<file path="config.mk">
export PLATFORM = sky130hd
export DESIGN_NAME = radix_digit_converter_top
export DESIGN_NICKNAME = d
export VERILOG_FILES = /design/src/design/rdc_pkg.sv /design/src/design/rdc_div.sv /design/src/design/radix_digit_converter_top.sv
export SDC_FILE = /design/constraint.sdc
export NUM_CORES = 1
export LEC_CHECK = 0
export ABC_AREA = 1
export ABC_CLOCK_PERIOD_IN_PS = 4850
export BUFFER_PORTS_ARGS = -buffer_cell sky130_fd_sc_hd__clkbuf_2
export CORE_ASPECT_RATIO = 2
export CORE_MARGIN = 5
export CORE_UTILIZATION = 30
export CTS_CLUSTER_DIAMETER = 50
export DETAILED_ROUTE_END_ITERATION = 6
export PLACE_DENSITY = 0.51
export SYNTH_ARGS = -nofsm -noshare
export SYNTH_HDL_FRONTEND = slang
export SYNTH_SLANG_ARGS = --single-unit
</file>
<file path="constraint.sdc">
create_clock -name clk -period 4.85 [get_ports clk]
set_input_delay 0.2425 -clock clk [delete_from_list [all_inputs] [get_ports clk]]
set_output_delay 0.2425 -clock clk [all_outputs]
set_load 0.01 [all_outputs]
</file>
<file path="src/design/rdc_pkg.sv">
// Shared constants and types for the radix digit converter.
package rdc_pkg;

  // Field widths fixed by the interface
  localparam int VALUE_W   = 32;
  localparam int RADIX_W   = 5;
  localparam int DIGIT_W   = 4;
  localparam int POS_W     = 3;
  localparam int BIT_CNT_W = $clog2(VALUE_W);

  // Slot limits and defaults
  localparam int MAX_SLOTS          = 8;
  localparam int DEFAULT_NUM_DIGITS = 8;

  // Radix limits and reset value
  localparam int RADIX_MIN   = 2;
  localparam int RADIX_MAX   = 16;
  localparam int RADIX_RESET = 16;

  // Control states
  typedef enum logic {
    ST_IDLE,
    ST_DIV
  } state_t;

  // Status returned by the serial divider
  typedef struct packed {
    logic               done;
    logic               nonzero;
    logic [DIGIT_W-1:0] rem;
  } div_res_t;

endpackage

</file>
<file path="src/design/rdc_div.sv">
// Bit-serial restoring divider: one quotient bit per cycle, small divisor.
module rdc_div (
  input  logic                          clk,
  input  logic                          rst,
  input  logic                          start,
  input  logic [rdc_pkg::VALUE_W-1:0]   dividend,
  input  logic [rdc_pkg::RADIX_W-1:0]   divisor,
  output logic [rdc_pkg::VALUE_W-1:0]   quotient,
  output rdc_pkg::div_res_t             res
);
  import rdc_pkg::*;

  logic                 active;
  logic                 done;
  logic [BIT_CNT_W-1:0] cnt;
  logic [VALUE_W-1:0]   dvd;
  logic [DIGIT_W-1:0]   rem;
  logic                 qnz;

  logic [RADIX_W-1:0]   trial;
  logic [RADIX_W-1:0]   diff;
  logic                 ge;

  // One restoring step: bring down the next dividend bit
  always_comb begin
    trial = {rem, dvd[VALUE_W-1]};
    diff  = trial - divisor;
    ge    = (trial >= divisor);
  end

  // Control: count VALUE_W steps, pulse done after the last
  always_ff @(posedge clk) begin
    if (rst) begin
      active <= 1'b0;
      done   <= 1'b0;
      cnt    <= '0;
    end else if (start) begin
      active <= 1'b1;
      done   <= 1'b0;
      cnt    <= '0;
    end else if (active) begin
      cnt <= cnt + 1'b1;
      if (cnt == BIT_CNT_W'(VALUE_W - 1)) begin
        active <= 1'b0;
        done   <= 1'b1;
      end
    end else begin
      done <= 1'b0;
    end
  end

  // Datapath: quotient bits shift in behind the dividend
  always_ff @(posedge clk) begin
    if (start) begin
      dvd <= dividend;
      rem <= '0;
      qnz <= 1'b0;
    end else if (active) begin
      dvd <= {dvd[VALUE_W-2:0], ge};
      rem <= ge ? diff[DIGIT_W-1:0] : trial[DIGIT_W-1:0];
      qnz <= qnz | ge;
    end
  end

  assign quotient    = dvd;
  assign res.done    = done;
  assign res.nonzero = qnz;
  assign res.rem     = rem;

  // Checks
  a_done_after_run: assert property (@(posedge clk) disable iff (rst)
    done |-> !active)
    else $error("divider done while still active");
  a_done_pulse: assert property (@(posedge clk) disable iff (rst)
    done && !start |=> !done)
    else $error("divider done held longer than one cycle");
  a_rem_below_divisor: assert property (@(posedge clk) disable iff (rst)
    done |-> ({1'b0, rem} < divisor))
    else $error("remainder not below divisor");

endmodule

</file>
<file path="src/design/radix_digit_converter_top.sv">
// Top level of the radix digit converter: control, config register, result registers.
//
// Usage: write the radix on the cfg channel (cfg_valid/cfg_ready, cfg_ready is
// always high); values below 2 store as 2, above 16 as 16. Reset sets radix 16.
// Present value with start; the item is taken at an edge with start high and
// busy low. Digits come out least significant first, one per result, each on
// the result ports for one cycle while result_strobe is high. The first digit
// carries position NUM_DIGITS-1 (slot count clamped to 1..8) and each later
// digit one position lower. last marks the final result; truncated is set on
// it when digits remain after slot 0 was used. A zero value yields one result
// with no_digits set, in the cycle after it is taken.
// Timing: each digit comes from a bit-serial divider, one quotient bit per
// cycle, and the block takes no new item while busy; it takes the next item
// in the cycle its last result is shown.
// Reset returns the control to idle and the radix to 16; no result is pending
// afterwards.
// The receiver cannot stall: results are never held back.
module radix_digit_converter_top #(
  parameter int NUM_DIGITS = rdc_pkg::DEFAULT_NUM_DIGITS
) (
  input  logic                        clk,
  input  logic                        rst,
  input  logic                        start,
  output logic                        busy,
  input  logic [rdc_pkg::VALUE_W-1:0] value,
  input  logic                        cfg_valid,
  output logic                        cfg_ready,
  input  logic [rdc_pkg::RADIX_W-1:0] cfg_data,
  output logic                        result_strobe,
  output logic [rdc_pkg::POS_W-1:0]   position,
  output logic [rdc_pkg::DIGIT_W-1:0] digit,
  output logic                        no_digits,
  output logic                        truncated,
  output logic                        last
);
  import rdc_pkg::*;

  localparam int SLOTS = (NUM_DIGITS < 1) ? 1 :
                         ((NUM_DIGITS > MAX_SLOTS) ? MAX_SLOTS : NUM_DIGITS);

  state_t             state, state_next;
  logic [RADIX_W-1:0] radix;
  logic [POS_W-1:0]   pos;

  logic               accept;
  logic               value_zero;
  logic               digit_fin;

  logic               div_start;
  logic [VALUE_W-1:0] div_dividend;
  logic [VALUE_W-1:0] div_q;
  div_res_t           div_res;

  logic               emit;
  logic               emit_zero;

  assign accept     = start && !busy;
  assign value_zero = (value == '0);
  assign digit_fin  = !div_res.nonzero || (pos == '0);
  assign cfg_ready  = 1'b1;

  // Radix register with clamping on write
  always_ff @(posedge clk) begin
    if (rst) begin
      radix <= RADIX_W'(RADIX_RESET);
    end else if (cfg_valid && cfg_ready) begin
      if (cfg_data < RADIX_W'(RADIX_MIN)) begin
        radix <= RADIX_W'(RADIX_MIN);
      end else if (cfg_data > RADIX_W'(RADIX_MAX)) begin
        radix <= RADIX_W'(RADIX_MAX);
      end else begin
        radix <= cfg_data;
      end
    end
  end

  // Next state
  always_comb begin
    state_next = state;
    unique case (state)
      ST_IDLE: begin
        if (accept && !value_zero) begin
          state_next = ST_DIV;
        end
      end
      ST_DIV: begin
        if (div_res.done && digit_fin) begin
          state_next = ST_IDLE;
        end
      end
      default: state_next = ST_IDLE;
    endcase
  end

  // Control outputs
  always_comb begin
    busy         = (state != ST_IDLE);
    div_start    = 1'b0;
    div_dividend = value;
    emit         = 1'b0;
    emit_zero    = 1'b0;
    unique case (state)
      ST_IDLE: begin
        if (accept) begin
          div_start = !value_zero;
          emit_zero = value_zero;
        end
      end
      ST_DIV: begin
        div_dividend = div_q;
        if (div_res.done) begin
          emit      = 1'b1;
          div_start = !digit_fin;
        end
      end
      default: ;
    endcase
  end

  // State and slot counter
  always_ff @(posedge clk) begin
    if (rst) begin
      state <= ST_IDLE;
      pos   <= '0;
    end else begin
      state <= state_next;
      if (state == ST_IDLE && accept) begin
        pos <= POS_W'(SLOTS - 1);
      end else if (emit) begin
        pos <= pos - 1'b1;
      end
    end
  end

  // Result strobe
  always_ff @(posedge clk) begin
    if (rst) begin
      result_strobe <= 1'b0;
    end else begin
      result_strobe <= emit || emit_zero;
    end
  end

  // Result payload
  always_ff @(posedge clk) begin
    if (emit_zero) begin
      position  <= '0;
      digit     <= '0;
      no_digits <= 1'b1;
      truncated <= 1'b0;
      last      <= 1'b1;
    end else if (emit) begin
      position  <= pos;
      digit     <= div_res.rem;
      no_digits <= 1'b0;
      truncated <= div_res.nonzero && (pos == '0);
      last      <= digit_fin;
    end
  end

  rdc_div u_div (
    .clk      (clk),
    .rst      (rst),
    .start    (div_start),
    .dividend (div_dividend),
    .divisor  (radix),
    .quotient (div_q),
    .res      (div_res)
  );

  // Checks
  a_zero_result: assert property (@(posedge clk) disable iff (rst)
    result_strobe && no_digits |-> last && position == '0 && digit == '0)
    else $error("zero-input result malformed");
  a_trunc_last: assert property (@(posedge clk) disable iff (rst)
    result_strobe && truncated |-> last && !no_digits)
    else $error("truncated flag on a non-final result");
  a_more_digits: assert property (@(posedge clk) disable iff (rst)
    result_strobe && !last |-> busy)
    else $error("block idle while digits remain");
  a_nonzero_busy: assert property (@(posedge clk) disable iff (rst)
    accept && !value_zero |=> busy)
    else $error("nonzero item did not start conversion");
  a_radix_range: assert property (@(posedge clk) disable iff (rst)
    radix >= RADIX_W'(RADIX_MIN) && radix <= RADIX_W'(RADIX_MAX))
    else $error("radix register out of range");

endmodule

</file>
Word-level counts from Yosys, hierarchy flattened. Index checks and enable logic that the tools add are counted.

Muxes and demuxes: 21. Magnitude comparators: 3. Reduce and logical (&&, ||, !) cells: 18. Add/subtract/negate cells: 3. Bitwise logic cells: 3. Equality and inequality tests: 2.

Operators with widths (count): $mux W32 (3); $logic_not A32 Y1 (1); $mux W1 (11); $mux W5 (2); $mux W3 (2); $add A5 B1 Y5 const B (1); $eq A5 B5 Y1 const B (1); $ge A5 B5 Y1 (1); $gt A5 B5 Y1 const B (1); $logic_and A1 B1 Y1 (5); $lt A5 B2 Y1 const B (1); $logic_not A1 Y1 (4); $mux W4 (1); $pmux W1 S2 (2); $reduce_bool A2 Y1 (2); $sub A4 B4 Y4 (1); $logic_not A3 Y1 (1); $reduce_or A3 Y1 (1); $sub A3 B1 Y3 const B (1); $logic_or A1 B1 Y1 (2); $ne A2 B2 Y1 const B (1); $not A1 Y1 (2); $reduce_and A2 Y1 (1); $reduce_or A2 Y1 (1); $or A1 B1 Y1 (1).

Flip-flop bits (word level): 64. Output and inout bits: 13. Bits of input ports: 41. Word-level logic and storage cells: 65.

Longest topological paths before layout.
Depth after elaboration: 7. Mapped depth: 10. Mapped depth without buffers: 10.

By module. From an unflattened synthesis, not the netlist that was laid out.

Cell total of the unflattened synthesis: 480. Area total of the unflattened synthesis: 3494.6 µm².

By module, submodules not included: rdc_div (times used 1, area each 2142.1 µm², cells an instance 242, sequential area each 1201.2 µm²); radix_digit_converter_top (times used 1, area each 1352.5 µm², cells an instance 238, sequential area each 400.4 µm²).

Least setup slack after synthesis. Ideal clock, no wire load.

Path type: register to register. Start: reg pos[0]. End: reg u_div.dvd[0] (netlist: u_div.quotient[0]), enable pin. Arrival: 3006 ps. Library setup time: 466 ps. Data required time: 4384 ps. Setup slack: 1379 ps. Clock period less this slack: 3471 ps. Cell stages (with the launch flop): 7. Buffers on the path: 0. Cell sequence: dfxtp_1 -> inv_1 -> ha_1 -> nand2_1 -> nand2_1 -> nor2_1 -> o21ai_0.

Word-level cells in the longest chain between the ends: 7. Elaborated cells on any way between the ends: 8. Classes of those cells: eq/ne (1); mux (2); reduce/logical (5).

Ends and longest elaborated chain: start: declaration (RTL line radix_digit_converter_top.sv:43) `logic [POS_W-1:0] pos;`; start signal: assignment (RTL line radix_digit_converter_top.sv:128) `pos <= POS_W'(SLOTS - 1);`; start signal: assignment (RTL line radix_digit_converter_top.sv:130) `pos <= pos - 1'b1;`; $logic_not A3 Y1 * (RTL line radix_digit_converter_top.sv:59) `assign digit_fin = !div_res.nonzero || (pos == '0);`; $logic_or A1 B1 Y1 * (RTL line radix_digit_converter_top.sv:59); $logic_not A1 Y1 * (RTL line radix_digit_converter_top.sv:113) `div_start = !digit_fin;`; $mux W1 * (RTL line radix_digit_converter_top.sv:111) `if (div_res.done) begin`; $pmux W1 S2 * (RTL line radix_digit_converter_top.sv:102) `unique case (state)`; $ne A2 B2 Y1 (no line) or $reduce_bool A2 Y1 (tied branches); $reduce_and A2 Y1 (no line) *; end signal: assignment (RTL line rdc_div.sv:55) `dvd <= dividend;`; end signal: assignment (RTL line rdc_div.sv:59) `dvd <= {dvd[VALUE_W-2:0], ge};`; end: declaration (RTL line rdc_div.sv:16) `logic [VALUE_W-1:0] dvd;`.

Mark *: on every way between the ends. The rest lies on a longest branch, timed or not. A chain may end at the register's enable or synchronous reset.

Worst setup path in the final report.
Start: reg state (netlist: busy). End: reg u_div.dvd[5] (netlist: u_div.quotient[5]), data pin.

Word-level cells in the longest chain between the ends: 5. Elaborated cells on any way between the ends: 6. Classes of those cells: mux (3); bitwise (1); reduce/logical (2).

Ends and longest elaborated chain: start: declaration (RTL line radix_digit_converter_top.sv:41) `state_t state, state_next;`; start signal: assignment (RTL line radix_digit_converter_top.sv:126) `state <= state_next;`; $logic_not A1 Y1 (RTL line radix_digit_converter_top.sv:57) `assign accept = start && !busy;`; $logic_and A1 B1 Y1 (RTL line radix_digit_converter_top.sv:57); $mux W1 (RTL line radix_digit_converter_top.sv:104) `if (accept) begin`; $pmux W1 S2 * (RTL line radix_digit_converter_top.sv:102); $mux W32 * (RTL line rdc_div.sv:54) `if (start) begin`.

Marks and branches as above.

==> impl_metrics.toml <==
[setup_path]
worstPathMaxFanout = 39
crit_required_ps = 4920
critical_path_class = "flip-flop to flip-flop"
worstSetupEndpointType = "flip-flop"
start_kind = "flip-flop"
crit_arrival_ps = 2450

[clock_tree]
cells_resized_by_post_cts_repair = 0
cts_post_setup_buffers_inserted = 0
htree_num_levels = 3
postCtsHoldBufs = 0
clkTransAtPathRegs_ps = 50
source_to_sink_clock_delay_at_the_later_pin_of_the_worst_skew_pair_ps = 320
clockRootBuffer = "sky130_fd_sc_hd__clkbuf_16"
cts_max_path_buffers = 2
cts.sinks = 64
clock_tree_from_tritoncts = "done"
clock_buffer_count_from_cts = 9

[sta]
finalHoldViolCount = 0
final_max_slew_viol_count = 0
tightestPinTransition_ps = 721
final_period_utilization = 0.491
fin_setup_tns_ps = 0
maxClockFrequency_mhz = 420
grt_setup_unrepaired = "false"
fin_worst_skew_ps = 5.91
timing.slew.headroom = 0.519
setup_viol_count_final = 0
final_period_minus_worst_setup_slack_ps = 2380

[global_routing]
global_route.overflow_total = 0
grt_pass1_vias = 2555
antenna_found_initial = 0
grt_most_used_layer = "met2"
grt_max_degree = 40
grt_first_pass_wirelength_mm = 11.5
grt.met3_usage = 0.0300
global_route_met2_utilization = 0.203
globalRouteMet1Util = 0.133
grt_util_all_layers = 0.120

[floorplan]
core_region_area_um2 = 10100
io_pins = 54
start_util = 0.303
die_x_um = 81.4
rows = 52
die-height_um = 153
die_area_um2 = 12400

[cells_and_area]
most-common-layout-cells = "sky130_fd_sc_hd__nand2_1, sky130_fd_sc_hd__clkbuf_2, sky130_fd_sc_hd__nand3_1"
antenna_diode_count = 0
layout_commonest_cell = "sky130_fd_sc_hd__nand2_1"
fin_area_um2 = 3700
nets = 473
post_route_cells_drive_above_1_share = 0.180
synthesis_to_finish_area_growth_pct = 20.9

[detailed_routing]
avgRoutedWirePerCell_um = 12.2
vias_per_cell = 4.55
detailedRoute.firstIterationViolations = 103
route.vias.total = 2555
drc = 0
wl_mm = 6.85
detailedRoute.firstPassIterationCount = 4
route.antenna.remaining_nets = 0

[synthesis]
synth.ff_latch_count = 64
synth_cell_type_count = 30
yosys_warnings = 0
synth-seq-area-share = 0.523
syn_area_um2 = 3060
mappedNetlistNets = 421
syn-instance-count = 370
syn-mean-instance-area_um2 = 8.27

[placement]
placedInstanceArea_um2 = 3420
globalplace.congestion = 0.740
dpl.hpwl_mm = 5.06
port-buffer-count = 52

[flow_run]
drv.max_cap_violation_count = 0

[status]
outcome = "finished clean"

[min_path]
holdCritPathClass = "input pin to flip-flop"

[power]
irDropWorstVdd_uv = 186
power.density_cell_area_nw_per_um2 = 392
p_leak_uw = 0.00174
cell type report:
type | count | area (um^2)
clock buffer | 12 | 236
clock inverter | 4 | 45.0
fill | 1075 | 6380
inverter | 22 | 82.6
multi-input combinational | 270 | 1280
sequential | 64 | 1600
tap | 135 | 169
timing repair buffer | 55 | 283
cell usage after synthesis:
master	instances	area, um^2
sky130_fd_sc_hd__buf_4	2	15.0
sky130_fd_sc_hd__edfxtp_1	32	961
sky130_fd_sc_hd__conb_1	1	3.75
sky130_fd_sc_hd__nand3_2	1	10.0
sky130_fd_sc_hd__nand4_1	1	6.26
sky130_fd_sc_hd__clkbuf_1	2	7.51
sky130_fd_sc_hd__nand3b_1	1	7.51
sky130_fd_sc_hd__nand3_1	50	250
sky130_fd_sc_hd__clkinv_1	1	3.75
sky130_fd_sc_hd__xnor2_1	2	17.5
sky130_fd_sc_hd__a31oi_1	2	12.5
sky130_fd_sc_hd__nand2_1	121	454
sky130_fd_sc_hd__mux2i_1	2	20.0
sky130_fd_sc_hd__xor2_1	2	17.5
sky130_fd_sc_hd__dfxtp_1	32	641
sky130_fd_sc_hd__nand2_2	1	6.26
sky130_fd_sc_hd__a21oi_1	17	85.1
sky130_fd_sc_hd__buf_6	4	45.0
sky130_fd_sc_hd__buf_1	1	3.75
sky130_fd_sc_hd__or2_2	5	31.3
sky130_fd_sc_hd__a21boi_0	1	7.51
sky130_fd_sc_hd__buf_2	5	25.0
sky130_fd_sc_hd__o21ai_2	1	8.76
sky130_fd_sc_hd__nor3_1	1	5.00
sky130_fd_sc_hd__inv_1	21	78.8
sky130_fd_sc_hd__and3_1	1	6.26
sky130_fd_sc_hd__o21ai_0	8	40.0
sky130_fd_sc_hd__ha_1	9	113
sky130_fd_sc_hd__nor2_1	42	158
sky130_fd_sc_hd__fa_1	1	20.0
registers in the layout, summed over array words and instances (netlist names), 3 cells and up:
name / flops
u_div.quotient: 32
radix: 5
u_div.cnt: 5
digit: 4
u_div.rem: 4
pos: 3
position: 3
kinds of logic after synthesis:
group / count (synthesis) / synth area share
other: 1 / 0.00123
AO/OA/AOI/OAI: 29 / 0.0503
adder cells (fa/ha/maj): 10 / 0.0433
flip-flops: 64 / 0.523
buffers and inverters: 36 / 0.0585
XOR/XNOR: 4 / 0.0114
multiplexers: 2 / 0.00654
AND/OR/NAND/NOR: 224 / 0.305
routing by layer:
metal / routed length, um / vias up
li1: - / 1322
met2: 3570 / 52
met1: 2830 / 1168
met5: 0 / -
met3: 274 / 13
met4: 172 / 0
critical path, cell delays in order (launching register included):
cell and delay (ps):
sky130_fd_sc_hd__dfxtp_1 340, sky130_fd_sc_hd__nand2_1 440, sky130_fd_sc_hd__nor2_1 150, sky130_fd_sc_hd__inv_1 80, sky130_fd_sc_hd__buf_4 360, sky130_fd_sc_hd__nand2_2 460
sky130_fd_sc_hd__nand2_1 210, sky130_fd_sc_hd__nand2_1 70
power breakdown:
part | switching, uW | internal [uW]
Clock | 218 | 395
Sequential | 26.0 | 633
Combinational | 107 | 72.9
Total | 351 | 1100
stage by stage:
stage	worst slack (ps)	util	power, uW	instances	hold slack (ps)
after CTS	2410	0.367	1480	562	170
final	2470	0.367	1450	562	178
after global routing	2240	0.367	1530	562	188
after floorplan	1380	-	798	370	312
after global placement	2300	0.339	850	546	445
after detailed placement	2280	0.339	854	546	447
worst paths after layout:
kind | slack [ps] | depth (start not counted) | to | startpoint
max | 2470 | 7 | u_div.quotient[5] | busy
min | 180 | 3 | radix[3] | cfg_data[3]
max reg2reg | 2470 | 7 | u_div.quotient[5] | busy
min reg2reg | 450 | 2 | no_digits | no_digits
Power figures use the tool's default switching activity.
